File: src/rtl/core/hrp_pkg.sv
// ----------------------------------------------------------------------------
// hrp_pkg
// Shared widths, character codes and lookup functions for the HTTP
// request header parser.
// ----------------------------------------------------------------------------
`default_nettype none

package hrp_pkg;

  localparam int unsigned MaxBufferDefault = 65536;

  localparam int unsigned ByteW  = 8;
  localparam int unsigned MethW  = 4;
  localparam int unsigned OffW   = 16;
  localparam int unsigned VerW   = 8;
  localparam int unsigned CountW = 16;

  localparam logic [ByteW-1:0] ChNul   = 8'h00;
  localparam logic [ByteW-1:0] ChTab   = 8'h09;
  localparam logic [ByteW-1:0] ChLf    = 8'h0A;
  localparam logic [ByteW-1:0] ChCr    = 8'h0D;
  localparam logic [ByteW-1:0] ChSpace = 8'h20;
  localparam logic [ByteW-1:0] ChPlus  = 8'h2B;
  localparam logic [ByteW-1:0] ChMinus = 8'h2D;
  localparam logic [ByteW-1:0] ChDot   = 8'h2E;
  localparam logic [ByteW-1:0] ChZero  = 8'h30;
  localparam logic [ByteW-1:0] ChNine  = 8'h39;

  // Request-line token phases.
  localparam logic [2:0] TpLead    = 3'd0;
  localparam logic [2:0] TpMethod  = 3'd1;
  localparam logic [2:0] TpSpace1  = 3'd2;
  localparam logic [2:0] TpUri     = 3'd3;
  localparam logic [2:0] TpSpace2  = 3'd4;
  localparam logic [2:0] TpVersion = 3'd5;
  localparam logic [2:0] TpAfter   = 3'd6;
  localparam logic [2:0] TpStopped = 3'd7;

  // Version token phases; codes below VpSignMaj walk the "HTTP/" prefix.
  localparam logic [3:0] VpPrefix  = 4'd0;
  localparam logic [3:0] VpSignMaj = 4'd5;
  localparam logic [3:0] VpDigMaj  = 4'd6;
  localparam logic [3:0] VpMajor   = 4'd7;
  localparam logic [3:0] VpSignMin = 4'd8;
  localparam logic [3:0] VpDigMin  = 4'd9;
  localparam logic [3:0] VpMinor   = 4'd10;
  localparam logic [3:0] VpDone    = 4'd11;
  localparam logic [3:0] VpBad     = 4'd15;

  localparam int unsigned NumMethods = 8;

  // Method names, left-justified: character k sits in bits 63-8k down.
  localparam logic [63:0] MethodName [NumMethods] = '{
    {"OPTIONS", 8'h00},
    {"GET", 40'h0},
    {"HEAD", 32'h0},
    {"POST", 32'h0},
    {"PUT", 40'h0},
    {"DELETE", 16'h0},
    {"TRACE", 24'h0},
    {"CONNECT", 8'h00}
  };

  localparam logic [3:0] MethodLen [NumMethods] = '{
    4'd7, 4'd3, 4'd4, 4'd4, 4'd3, 4'd6, 4'd5, 4'd7
  };

  localparam logic [39:0] VersionPrefix = "HTTP/";

  function automatic logic [ByteW-1:0] method_char(input logic [2:0] j, input logic [2:0] k);
    logic [63:0] name;
    name = MethodName[j];
    return name[63 - 8*k -: 8];
  endfunction

  function automatic logic [ByteW-1:0] prefix_char(input logic [2:0] k);
    return VersionPrefix[39 - 8*k -: 8];
  endfunction

  function automatic logic is_space(input logic [ByteW-1:0] c);
    return (c == ChSpace) || (c >= ChTab && c <= ChCr);
  endfunction

  function automatic logic is_digit(input logic [ByteW-1:0] c);
    return (c >= ChZero) && (c <= ChNine);
  endfunction

  // Decimal accumulate with saturation at 255; a negative number reads as 0.
  function automatic logic [VerW-1:0] acc_digit(input logic [VerW-1:0] acc,
                                                input logic [ByteW-1:0] c,
                                                input logic neg);
    logic [11:0] v;
    v = 12'(acc) * 12'd10 + 12'(c - ChZero);
    if (neg) begin
      return '0;
    end
    return (v > 12'd255) ? 8'hFF : v[7:0];
  endfunction

endpackage

`default_nettype wire

File: src/rtl/core/hrp_if.sv
// ----------------------------------------------------------------------------
// hrp_in_if / hrp_out_if
// Valid/ready channels for the request bytes and the per-buffer summary.
// ----------------------------------------------------------------------------
`default_nettype none

interface hrp_in_if;
  logic                        valid;
  logic                        ready;
  logic [hrp_pkg::ByteW-1:0]   data_byte;
  logic                        last_byte;

  modport source (output valid, output data_byte, output last_byte, input ready);
  modport sink (input valid, input data_byte, input last_byte, output ready);
endinterface

interface hrp_out_if;
  logic                        valid;
  logic                        ready;
  logic                        status;
  logic [hrp_pkg::MethW-1:0]   method_code;
  logic [hrp_pkg::OffW-1:0]    uri_offset;
  logic [hrp_pkg::OffW-1:0]    uri_length;
  logic [hrp_pkg::VerW-1:0]    version_major;
  logic [hrp_pkg::VerW-1:0]    version_minor;
  logic [hrp_pkg::OffW-1:0]    body_start;
  logic [hrp_pkg::CountW-1:0]  field_count;

  modport source (output valid, output status, output method_code, output uri_offset,
                  output uri_length, output version_major, output version_minor,
                  output body_start, output field_count, input ready);
  modport sink (input valid, input status, input method_code, input uri_offset,
                input uri_length, input version_major, input version_minor,
                input body_start, input field_count, output ready);
endinterface

`default_nettype wire

File: src/rtl/core/http_request_header_parser.sv
// ----------------------------------------------------------------------------
// http_request_header_parser
// Streams a request buffer byte by byte and returns one header summary on the
// byte flagged last: method, URI span, version, header end and line count.
// ----------------------------------------------------------------------------
// The block takes one byte per clock cycle while no last byte stalls. An
// accepted last byte waits in the input register while the combinational
// parse step updates the running state (last three bytes, offset, token and
// version phases, method match mask) and loads the result register. The
// result sits in an output register, so bytes of the next buffer keep
// flowing while a summary waits; only a second last byte stalls until the
// previous summary is taken. Bytes at offsets of MAX_BUFFER or more are
// ignored apart from their last flag. There are no configuration registers
// and no start-up sweep.
`default_nettype none

module http_request_header_parser #(
  parameter int unsigned MAX_BUFFER = hrp_pkg::MaxBufferDefault
) (
  input  wire        clk_i,
  input  wire        rst_ni,
  hrp_in_if.sink     in_i,
  hrp_out_if.source  out_o
);

  localparam int unsigned PosW = $clog2(MAX_BUFFER + 1);
  localparam int unsigned ExtW = PosW + hrp_pkg::OffW;

  // Input register.
  logic                       in_valid_q;
  logic [hrp_pkg::ByteW-1:0]  in_byte_q;
  logic                       in_last_q;

  // Parse state.
  logic [23:0]                recent_q, recent_d;
  logic [PosW-1:0]            pos_q, pos_d;
  logic                       fld_q, fld_d;
  logic                       hd_q, hd_d;
  logic [hrp_pkg::CountW-1:0] lines_q, lines_d;
  logic [2:0]                 tp_q, tp_d;
  logic [7:0]                 mask_q, mask_d;
  logic [3:0]                 mci_q, mci_d;
  logic [PosW-1:0]            uri_start_q, uri_start_d;
  logic [hrp_pkg::OffW-1:0]   uri_count_q, uri_count_d;
  logic [3:0]                 vp_q, vp_d;
  logic [hrp_pkg::VerW-1:0]   major_q, major_d;
  logic [hrp_pkg::VerW-1:0]   minor_q, minor_d;
  logic [PosW-1:0]            end_q, end_d;
  logic                       neg_q, neg_d;

  // Output register.
  logic                       out_valid_q;
  logic                       res_status_q, res_status_d;
  logic [hrp_pkg::MethW-1:0]  res_method_q, res_method_d;
  logic [hrp_pkg::OffW-1:0]   res_uri_off_q, res_uri_off_d;
  logic [hrp_pkg::OffW-1:0]   res_uri_len_q, res_uri_len_d;
  logic [hrp_pkg::VerW-1:0]   res_major_q, res_major_d;
  logic [hrp_pkg::VerW-1:0]   res_minor_q, res_minor_d;
  logic [hrp_pkg::OffW-1:0]   res_body_q, res_body_d;
  logic [hrp_pkg::CountW-1:0] res_fields_q, res_fields_d;

  logic advance;
  logic load_result;

  // A byte that produces no summary never waits on the output side.
  assign advance     = in_valid_q && (!in_last_q || !out_valid_q || out_o.ready);
  assign load_result = advance && in_last_q;
  assign in_i.ready  = !in_valid_q || advance;

  always_ff @(posedge clk_i or negedge rst_ni) begin
    if (!rst_ni) begin
      in_valid_q <= 1'b0;
    end else if (in_i.ready) begin
      in_valid_q <= in_i.valid;
    end
  end

  always_ff @(posedge clk_i) begin
    if (in_i.ready && in_i.valid) begin
      in_byte_q <= in_i.data_byte;
      in_last_q <= in_i.last_byte;
    end
  end

  // Parse step for the byte in the input register.
  always_comb begin
    logic [hrp_pkg::ByteW-1:0] c;
    logic                      line_end;
    logic                      sp;
    logic                      do_method;
    logic                      do_version;
    logic                      ver_ok;
    logic [hrp_pkg::MethW-1:0] code;
    logic [ExtW-1:0]           ext;

    c           = in_byte_q;
    ext         = '0;
    recent_d    = recent_q;
    pos_d       = pos_q;
    fld_d       = fld_q;
    hd_d        = hd_q;
    lines_d     = lines_q;
    tp_d        = tp_q;
    mask_d      = mask_q;
    mci_d       = mci_q;
    uri_start_d = uri_start_q;
    uri_count_d = uri_count_q;
    vp_d        = vp_q;
    major_d     = major_q;
    minor_d     = minor_q;
    end_d       = end_q;
    neg_d       = neg_q;
    do_method   = 1'b0;
    do_version  = 1'b0;
    sp          = hrp_pkg::is_space(c);
    line_end    = (c == hrp_pkg::ChLf) && (recent_q[7:0] == hrp_pkg::ChCr) && (pos_q != '0);

    if (pos_q < PosW'(MAX_BUFFER)) begin
      if (!hd_q) begin
        if (!fld_q) begin
          if (line_end) begin
            fld_d = 1'b1;
          end else if (tp_q < hrp_pkg::TpAfter) begin
            if (c == hrp_pkg::ChNul) begin
              tp_d = hrp_pkg::TpStopped;
            end else begin
              case (tp_q)
                hrp_pkg::TpLead: begin
                  if (!sp) begin
                    tp_d      = hrp_pkg::TpMethod;
                    do_method = 1'b1;
                  end
                end
                hrp_pkg::TpMethod: begin
                  if (sp) tp_d = hrp_pkg::TpSpace1;
                  else do_method = 1'b1;
                end
                hrp_pkg::TpSpace1: begin
                  if (!sp) begin
                    tp_d        = hrp_pkg::TpUri;
                    uri_start_d = pos_q;
                    uri_count_d = 16'd1;
                  end
                end
                hrp_pkg::TpUri: begin
                  if (sp) tp_d = hrp_pkg::TpSpace2;
                  else if (uri_count_q != 16'hFFFF) uri_count_d = uri_count_q + 16'd1;
                end
                hrp_pkg::TpSpace2: begin
                  if (!sp) begin
                    tp_d       = hrp_pkg::TpVersion;
                    do_version = 1'b1;
                  end
                end
                default: begin
                  if (sp) tp_d = hrp_pkg::TpAfter;
                  else do_version = 1'b1;
                end
              endcase
            end
          end
        end

        if (do_method) begin
          for (int j = 0; j < hrp_pkg::NumMethods; j++) begin
            if (mci_q >= hrp_pkg::MethodLen[j] ||
                hrp_pkg::method_char(3'(j), mci_q[2:0]) != c) begin
              mask_d[j] = 1'b0;
            end
          end
          if (mci_q < 4'd8) mci_d = mci_q + 4'd1;
        end

        if (do_version) begin
          if (vp_q < hrp_pkg::VpSignMaj) begin
            if (c == hrp_pkg::prefix_char(vp_q[2:0])) vp_d = vp_q + 4'd1;
            else vp_d = hrp_pkg::VpBad;
          end else if ((vp_q == hrp_pkg::VpSignMaj || vp_q == hrp_pkg::VpSignMin) &&
                       (c == hrp_pkg::ChPlus || c == hrp_pkg::ChMinus)) begin
            neg_d = (c == hrp_pkg::ChMinus);
            vp_d  = vp_q + 4'd1;
          end else if (vp_q == hrp_pkg::VpSignMaj || vp_q == hrp_pkg::VpDigMaj ||
                       vp_q == hrp_pkg::VpSignMin || vp_q == hrp_pkg::VpDigMin) begin
            if (!hrp_pkg::is_digit(c)) begin
              vp_d = hrp_pkg::VpBad;
            end else if (vp_q <= hrp_pkg::VpDigMaj) begin
              major_d = hrp_pkg::acc_digit(major_q, c, neg_q);
              vp_d    = hrp_pkg::VpMajor;
            end else begin
              minor_d = hrp_pkg::acc_digit(minor_q, c, neg_q);
              vp_d    = hrp_pkg::VpMinor;
            end
          end else if (vp_q == hrp_pkg::VpMajor) begin
            if (hrp_pkg::is_digit(c)) begin
              major_d = hrp_pkg::acc_digit(major_q, c, neg_q);
            end else if (c == hrp_pkg::ChDot) begin
              neg_d = 1'b0;
              vp_d  = hrp_pkg::VpSignMin;
            end else begin
              vp_d = hrp_pkg::VpBad;
            end
          end else if (vp_q == hrp_pkg::VpMinor) begin
            if (hrp_pkg::is_digit(c)) minor_d = hrp_pkg::acc_digit(minor_q, c, neg_q);
            else vp_d = hrp_pkg::VpDone;
          end
        end

        if (line_end) begin
          if (lines_q != 16'hFFFF) lines_d = lines_q + 16'd1;
          // Blank line: the previous two bytes were CR LF as well.
          if (pos_q > PosW'(4) && recent_q[15:8] == hrp_pkg::ChLf &&
              recent_q[23:16] == hrp_pkg::ChCr) begin
            end_d = pos_q + PosW'(1);
            hd_d  = 1'b1;
          end
        end
        recent_d = {recent_q[15:0], c};
      end
      pos_d = pos_q + PosW'(1);
    end

    // Summary from the updated state.
    code = '0;
    for (int j = 0; j < hrp_pkg::NumMethods; j++) begin
      if (mask_d[j] && hrp_pkg::MethodLen[j] == mci_d) code = 4'(j + 1);
    end
    ver_ok = (vp_d == hrp_pkg::VpMinor) || (vp_d == hrp_pkg::VpDone);

    res_status_d  = 1'b1;
    res_method_d  = '0;
    res_uri_off_d = '0;
    res_uri_len_d = '0;
    res_major_d   = '0;
    res_minor_d   = '0;
    res_body_d    = '0;
    res_fields_d  = '0;
    if (fld_d) begin
      res_status_d  = 1'b0;
      res_method_d  = code;
      ext           = ExtW'(uri_start_d);
      if (uri_count_d != '0) begin
        res_uri_off_d = (ext > ExtW'(16'hFFFF)) ? 16'hFFFF : ext[15:0];
      end
      res_uri_len_d = uri_count_d;
      res_major_d   = ver_ok ? major_d : 8'd1;
      res_minor_d   = ver_ok ? minor_d : 8'd1;
      ext           = ExtW'(end_d);
      if (hd_d) begin
        res_body_d = (ext > ExtW'(16'hFFFF)) ? 16'hFFFF : ext[15:0];
        if (lines_d >= 16'd2) res_fields_d = lines_d - 16'd2;
      end
    end

    // The last byte of a buffer returns the parser to its reset state.
    if (in_last_q) begin
      recent_d    = '0;
      pos_d       = '0;
      fld_d       = 1'b0;
      hd_d        = 1'b0;
      lines_d     = '0;
      tp_d        = hrp_pkg::TpLead;
      mask_d      = '1;
      mci_d       = '0;
      uri_start_d = '0;
      uri_count_d = '0;
      vp_d        = hrp_pkg::VpPrefix;
      major_d     = '0;
      minor_d     = '0;
      end_d       = '0;
      neg_d       = 1'b0;
    end
  end

  always_ff @(posedge clk_i or negedge rst_ni) begin
    if (!rst_ni) begin
      recent_q    <= '0;
      pos_q       <= '0;
      fld_q       <= 1'b0;
      hd_q        <= 1'b0;
      lines_q     <= '0;
      tp_q        <= hrp_pkg::TpLead;
      mask_q      <= '1;
      mci_q       <= '0;
      uri_start_q <= '0;
      uri_count_q <= '0;
      vp_q        <= hrp_pkg::VpPrefix;
      major_q     <= '0;
      minor_q     <= '0;
      end_q       <= '0;
      neg_q       <= 1'b0;
    end else if (advance) begin
      recent_q    <= recent_d;
      pos_q       <= pos_d;
      fld_q       <= fld_d;
      hd_q        <= hd_d;
      lines_q     <= lines_d;
      tp_q        <= tp_d;
      mask_q      <= mask_d;
      mci_q       <= mci_d;
      uri_start_q <= uri_start_d;
      uri_count_q <= uri_count_d;
      vp_q        <= vp_d;
      major_q     <= major_d;
      minor_q     <= minor_d;
      end_q       <= end_d;
      neg_q       <= neg_d;
    end
  end

  always_ff @(posedge clk_i or negedge rst_ni) begin
    if (!rst_ni) begin
      out_valid_q <= 1'b0;
    end else if (load_result) begin
      out_valid_q <= 1'b1;
    end else if (out_o.ready) begin
      out_valid_q <= 1'b0;
    end
  end

  always_ff @(posedge clk_i) begin
    if (load_result) begin
      res_status_q  <= res_status_d;
      res_method_q  <= res_method_d;
      res_uri_off_q <= res_uri_off_d;
      res_uri_len_q <= res_uri_len_d;
      res_major_q   <= res_major_d;
      res_minor_q   <= res_minor_d;
      res_body_q    <= res_body_d;
      res_fields_q  <= res_fields_d;
    end
  end

  assign out_o.valid         = out_valid_q;
  assign out_o.status        = res_status_q;
  assign out_o.method_code   = res_method_q;
  assign out_o.uri_offset    = res_uri_off_q;
  assign out_o.uri_length    = res_uri_len_q;
  assign out_o.version_major = res_major_q;
  assign out_o.version_minor = res_minor_q;
  assign out_o.body_start    = res_body_q;
  assign out_o.field_count   = res_fields_q;

endmodule

`default_nettype wire
File: src/flat_wrapper.sv
// flat-port wrapper written by rule: the top's interface ports become plain ports
module http_request_header_parser_flat 
#(
  parameter int unsigned MAX_BUFFER = hrp_pkg::MaxBufferDefault
)
  (clk_i, rst_ni, in_i_valid, in_i_data_byte, in_i_last_byte, in_i_ready, out_o_valid, out_o_status, out_o_method_code, out_o_uri_offset, out_o_uri_length, out_o_version_major, out_o_version_minor, out_o_body_start, out_o_field_count, out_o_ready);
  hrp_in_if in_i_i ();
  hrp_out_if out_o_i ();
  input  wire clk_i;
  input  wire rst_ni;
  input wire logic [$bits(in_i_i.valid)-1:0] in_i_valid;
  input wire logic [$bits(in_i_i.data_byte)-1:0] in_i_data_byte;
  input wire logic [$bits(in_i_i.last_byte)-1:0] in_i_last_byte;
  output wire logic [$bits(in_i_i.ready)-1:0] in_i_ready;
  output wire logic [$bits(out_o_i.valid)-1:0] out_o_valid;
  output wire logic [$bits(out_o_i.status)-1:0] out_o_status;
  output wire logic [$bits(out_o_i.method_code)-1:0] out_o_method_code;
  output wire logic [$bits(out_o_i.uri_offset)-1:0] out_o_uri_offset;
  output wire logic [$bits(out_o_i.uri_length)-1:0] out_o_uri_length;
  output wire logic [$bits(out_o_i.version_major)-1:0] out_o_version_major;
  output wire logic [$bits(out_o_i.version_minor)-1:0] out_o_version_minor;
  output wire logic [$bits(out_o_i.body_start)-1:0] out_o_body_start;
  output wire logic [$bits(out_o_i.field_count)-1:0] out_o_field_count;
  input wire logic [$bits(out_o_i.ready)-1:0] out_o_ready;
  assign in_i_i.valid = in_i_valid;
  assign in_i_i.data_byte = in_i_data_byte;
  assign in_i_i.last_byte = in_i_last_byte;
  assign in_i_ready = in_i_i.ready;
  assign out_o_valid = out_o_i.valid;
  assign out_o_status = out_o_i.status;
  assign out_o_method_code = out_o_i.method_code;
  assign out_o_uri_offset = out_o_i.uri_offset;
  assign out_o_uri_length = out_o_i.uri_length;
  assign out_o_version_major = out_o_i.version_major;
  assign out_o_version_minor = out_o_i.version_minor;
  assign out_o_body_start = out_o_i.body_start;
  assign out_o_field_count = out_o_i.field_count;
  assign out_o_i.ready = out_o_ready;
  http_request_header_parser #(.MAX_BUFFER(MAX_BUFFER)) u_core (.clk_i(clk_i), .rst_ni(rst_ni), .in_i(in_i_i), .out_o(out_o_i));
endmodule
File: config.mk
export PLATFORM = sky130hd
export DESIGN_NAME = http_request_header_parser_flat
export DESIGN_NICKNAME = d
export VERILOG_FILES = /design/src/rtl/core/hrp_pkg.sv /design/src/rtl/core/hrp_if.sv /design/src/rtl/core/http_request_header_parser.sv /design/src/flat_wrapper.sv
export SDC_FILE = /design/constraint.sdc
export NUM_CORES = 1
export LEC_CHECK = 0
export ABC_AREA = 1
export ABC_CLOCK_PERIOD_IN_PS = 4100
export BUFFER_PORTS_ARGS = -buffer_cell sky130_fd_sc_hd__buf_2
export CAP_MARGIN = 0
export CORE_MARGIN = 4
export CORE_UTILIZATION = 64
export CTS_BUF_LIST = sky130_fd_sc_hd__clkbuf_8
export CTS_CLUSTER_SIZE = 16
export DETAILED_ROUTE_END_ITERATION = 8
export PLACE_DENSITY = 0.82
export SLEW_MARGIN = 20
export SYNTH_ARGS = -nofsm -noshare
export SYNTH_HDL_FRONTEND = slang
export SYNTH_SLANG_ARGS = --single-unit
File: constraint.sdc
create_clock -name clk_i -period 4.1 [get_ports clk_i]
set_input_delay 0.615 -clock clk_i [delete_from_list [all_inputs] [get_ports clk_i]]
set_output_delay 0.615 -clock clk_i [all_outputs]
set_load 0.05 [all_outputs]
==> flow_summary.json <==
{
  "timing.final.hold_violations": 0,
  "rows": 56,
  "wl_um": 38690,
  "drtPass1Iterations": 6,
  "postSynthCellCount": 1994,
  "synth_warnings": 0,
  "drt_iter0_markers": 1472,
  "r2r_setup_slack_ns": 0.28,
  "root_buffer": "clkbuf_8",
  "synth_enable_flop_cells": 94,
  "wl_per_cell_um": 15.73,
  "drive_gt1_share_pct": 14.06,
  "grt_max_degree": 62,
  "viasPerCell": 5.689,
  "synth_cell_type_count": 62,
  "arrival_ns": 4.14,
  "ant_nets": 0,
  "synth_flop_cell": "dfrtp_1",
  "io-pin-count": 100,
  "synthTopCellsByCount": "nand2_1 (496), inv_1 (267), nor2_1 (192)",
  "ys_seq_area_share_pct": 42.24,
  "slew_viol_final": 0,
  "drc_errors": 0,
  "avgSynthCellArea_um2": 7.731,
  "cts_tree": "built",
  "grt_pass1_wl_um": 64400,
  "synth.largest_area_cell": "dfrtp_1",
  "maxCapViolations": 0,
  "end_kind": "register",
  "clock-sinks": 241,
  "timing.rr.end": "u_core.out_o.version_minor[2]",
  "antenna_found_initial": 0,
  "status": "completed",
  "hpwl_um": 27720,
  "cts_inserted_buffers": 40,
  "grt_overflow_total": 0,
  "worst_ep_required_time_ns": 4.42,
  "num_antenna_cells": 0,
  "ir_drop_v": 0.0002750,
  "hp-class": "in -> async",
  "finalCoreUtilization_pct": 72.68,
  "core-area_um2": 23610,
  "period_needed_ns": 3.824,
  "fillerInstances": 1850,
  "ctsLongestPathBuffers": 3,
  "path_class": "reg -> reg",
  "holdWs_ns": 0.01734,
  "yosysMostFrequentCell": "nand2_1",
  "powerDensity_nw_per_um2": 389.2,
  "grt_use_total_pct": 29.23,
  "synthesis.nets": 2076,
  "crit_start": "u_core.minor_q[1]",
  "timing.fmax_ghz": 0.2615,
  "endpoint": "u_core.out_o.version_minor[2]",
  "num_vias": 14000,
  "crit_fanout": 5,
  "nets": 2192,
  "finClkSkew_ns": 0.02746,
  "reg2reg_depth": 22,
  "ys_ff_latch": 241,
  "setup_violations": 0,
  "area_growth_pct": 11.33,
  "portBuffers": 99,
  "start_util_pct": 65.28,
  "worstReg2RegStart": "u_core.minor_q[1]",
  "syn-cell-area_um2": 15410,
  "clk_pin_slew_ns": 0.06,
  "gp_congestion": 0.9550,
  "max_slew_margin_pct": 46.35,
  "die_area_um2": 26630,
  "ys_top_cells_by_area": "dfrtp_1 (23%), edfxtp_1 (18%), nand2_1 (12%)",
  "tightest_slew_ns": 0.8028,
  "synth_top_area_share_pct": 22.56,
  "critical_path.startpoint_type": "register",
  "ys_async_sr_fraction_pct": 61.00,
  "power.leakage_nw": 8.172,
  "fp.dieH_um": 163.2,
  "fin_crit_sh_pct": 93.27,
  "htree_levels": 2,
  "grt_pass1_vias": 13360,
  "clock_latency_ns": 0.57,
  "dieWidth_um": 163.2
}
[timing repair]
action,4_1_cts,5_1_grt
hold buffers,0,0
setup endpoints to repair,0,9
resized for setup,0,8
buffers inserted,0,3
[state kept, by name (all words and copies together) (netlist names), 16 cells and up]
signal / count
u_core.out_o.uri_length: 16
u_core.recent_q: 24
u_core.uri_start_q: 17
u_core.out_o.field_count: 16
u_core.end_q: 17
u_core.out_o.body_start: 16
u_core.out_o.uri_offset: 16
u_core.uri_count_q: 16
u_core.lines_q: 16
u_core.pos_q: 17
[critical path: stages (launching register included)]
cell	delay, ns
dfrtp_1	0.42
ha_1	0.31
ha_1	0.23
fa_2	0.36
nand3_1	0.08
nand3_1	0.11
nand2_1	0.08
nand2_1	0.06
a21oi_2	0.15
xor2_1	0.17
ha_1	0.29
a21o_1	0.17
a31oi_1	0.17
o21ai_1	0.12
inv_1	0.07
nand2_1	0.06
nand2_2	0.10
nand3_2	0.11
or2_2	0.29
nand2_1	0.05
o21ai_0	0.10
inv_1	0.07
nor2_1	0.04
[power breakdown]
group | switching (mW) | internal (mW) | leakage (nW)
sequential | 0.126 | 2.68 | 2.91
clock | 1.02 | 1.28 | 0.462
combinational | 1.10 | 0.474 | 4.80
[per-layer routing]
layer	wire (um)	GRT usage (%)	vias up	share of wire, %
li1	-	-	6811	-
met2	17900	47.26	550	46
met1	17160	41.63	6559	44
met3	2748	4.012	76	7.1
met4	892	8.464	0	2.3
met5	0	0	-	0
[worst min-delay path by stage]
stage | from | to | slack (ns) | cells after the start
finish | rst_ni | u_core.uri_count_q[6] | 0.02 | 1
global route | rst_ni | u_core.uri_count_q[6] | 0.06 | 1
CTS | rst_ni | u_core.uri_count_q[6] | 0.03 | 1
detailed placement | u_core.end_q[2] | u_core.end_q[2] | 0.47 | 2
global placement | u_core.end_q[2] | u_core.end_q[2] | 0.46 | 2
floorplan | rst_ni | u_core.end_q[0] | 0.32 | 0
[stage by stage]
step / cell area (um^2) / cells / setup WS, ns / power (mW) / setup TNS [ns]
final: 17160 / 2460 / 0.2761 / 6.680 / 0
after global routing: 17160 / 2460 / -0.01644 / 7.032 / -0.01695
after CTS: 17120 / 2457 / 0.08179 / 6.683 / 0
after detailed placement: 16260 / 2384 / 0.09245 / 4.377 / 0
after global placement: 16260 / 2384 / 0.2585 / 4.336 / 0
after floorplan: 15410 / 1994 / 0.4871 / 3.995 / 0
[layout make-up]
| type | count | area, um^2 | area share [%] |
|---|---|---|---|
| multi-input combinational | 1412 | 7561 | 44.06 |
| tap | 319 | 399.1 | 2.326 |
| sequential | 241 | 6511 | 37.94 |
| clock buffer | 42 | 578.1 | 3.368 |
| inverter | 288 | 1096 | 6.387 |
| timing repair buffer | 127 | 737.0 | 4.294 |
| clock inverter | 31 | 279.0 | 1.626 |
[logic make-up after synthesis]
kind of cell | share of synthesized area [%]
buffers and inverters | 8.847
AOI/OAI and AO/OA | 12.88
DFF | 42.24
and+or+nand+nor | 27.11
xor gates and xnor gates | 3.125
adders and majority gates | 5.795
[cell usage in the layout (no fill, tap or decap), types with 6 or more instances in the layout]
cell      netlist  layout
nand2_1       496     495
inv_1         267     269
nor2_1        192     191
dfrtp_1       139     139
o21ai_0       135     133
nand3_1       113     112
buf_2           4      98
edfxtp_1       94      94
o22ai_1        79      79
ha_1           65      65
a21oi_1        64      62
clkbuf_8        0      42
nand4_1        41      41
xor2_1         41      41
buf_4           1      26
nor3_1         21      21
nor2_2         20      21
inv_2          13      14
xnor2_1        14      14
clkinv_1        4      13
clkinv_2        1      13
nand2_2        12      13
o21ai_1        11      13
and2_1         13      12
a21oi_2         8      10
nor2_4          9       9
o21ai_2         9       9
nand3_2         7       8
dfstp_2         8       8
or2_2           6       6
a22o_1          6       6
(Power assumes the default switching activity.)
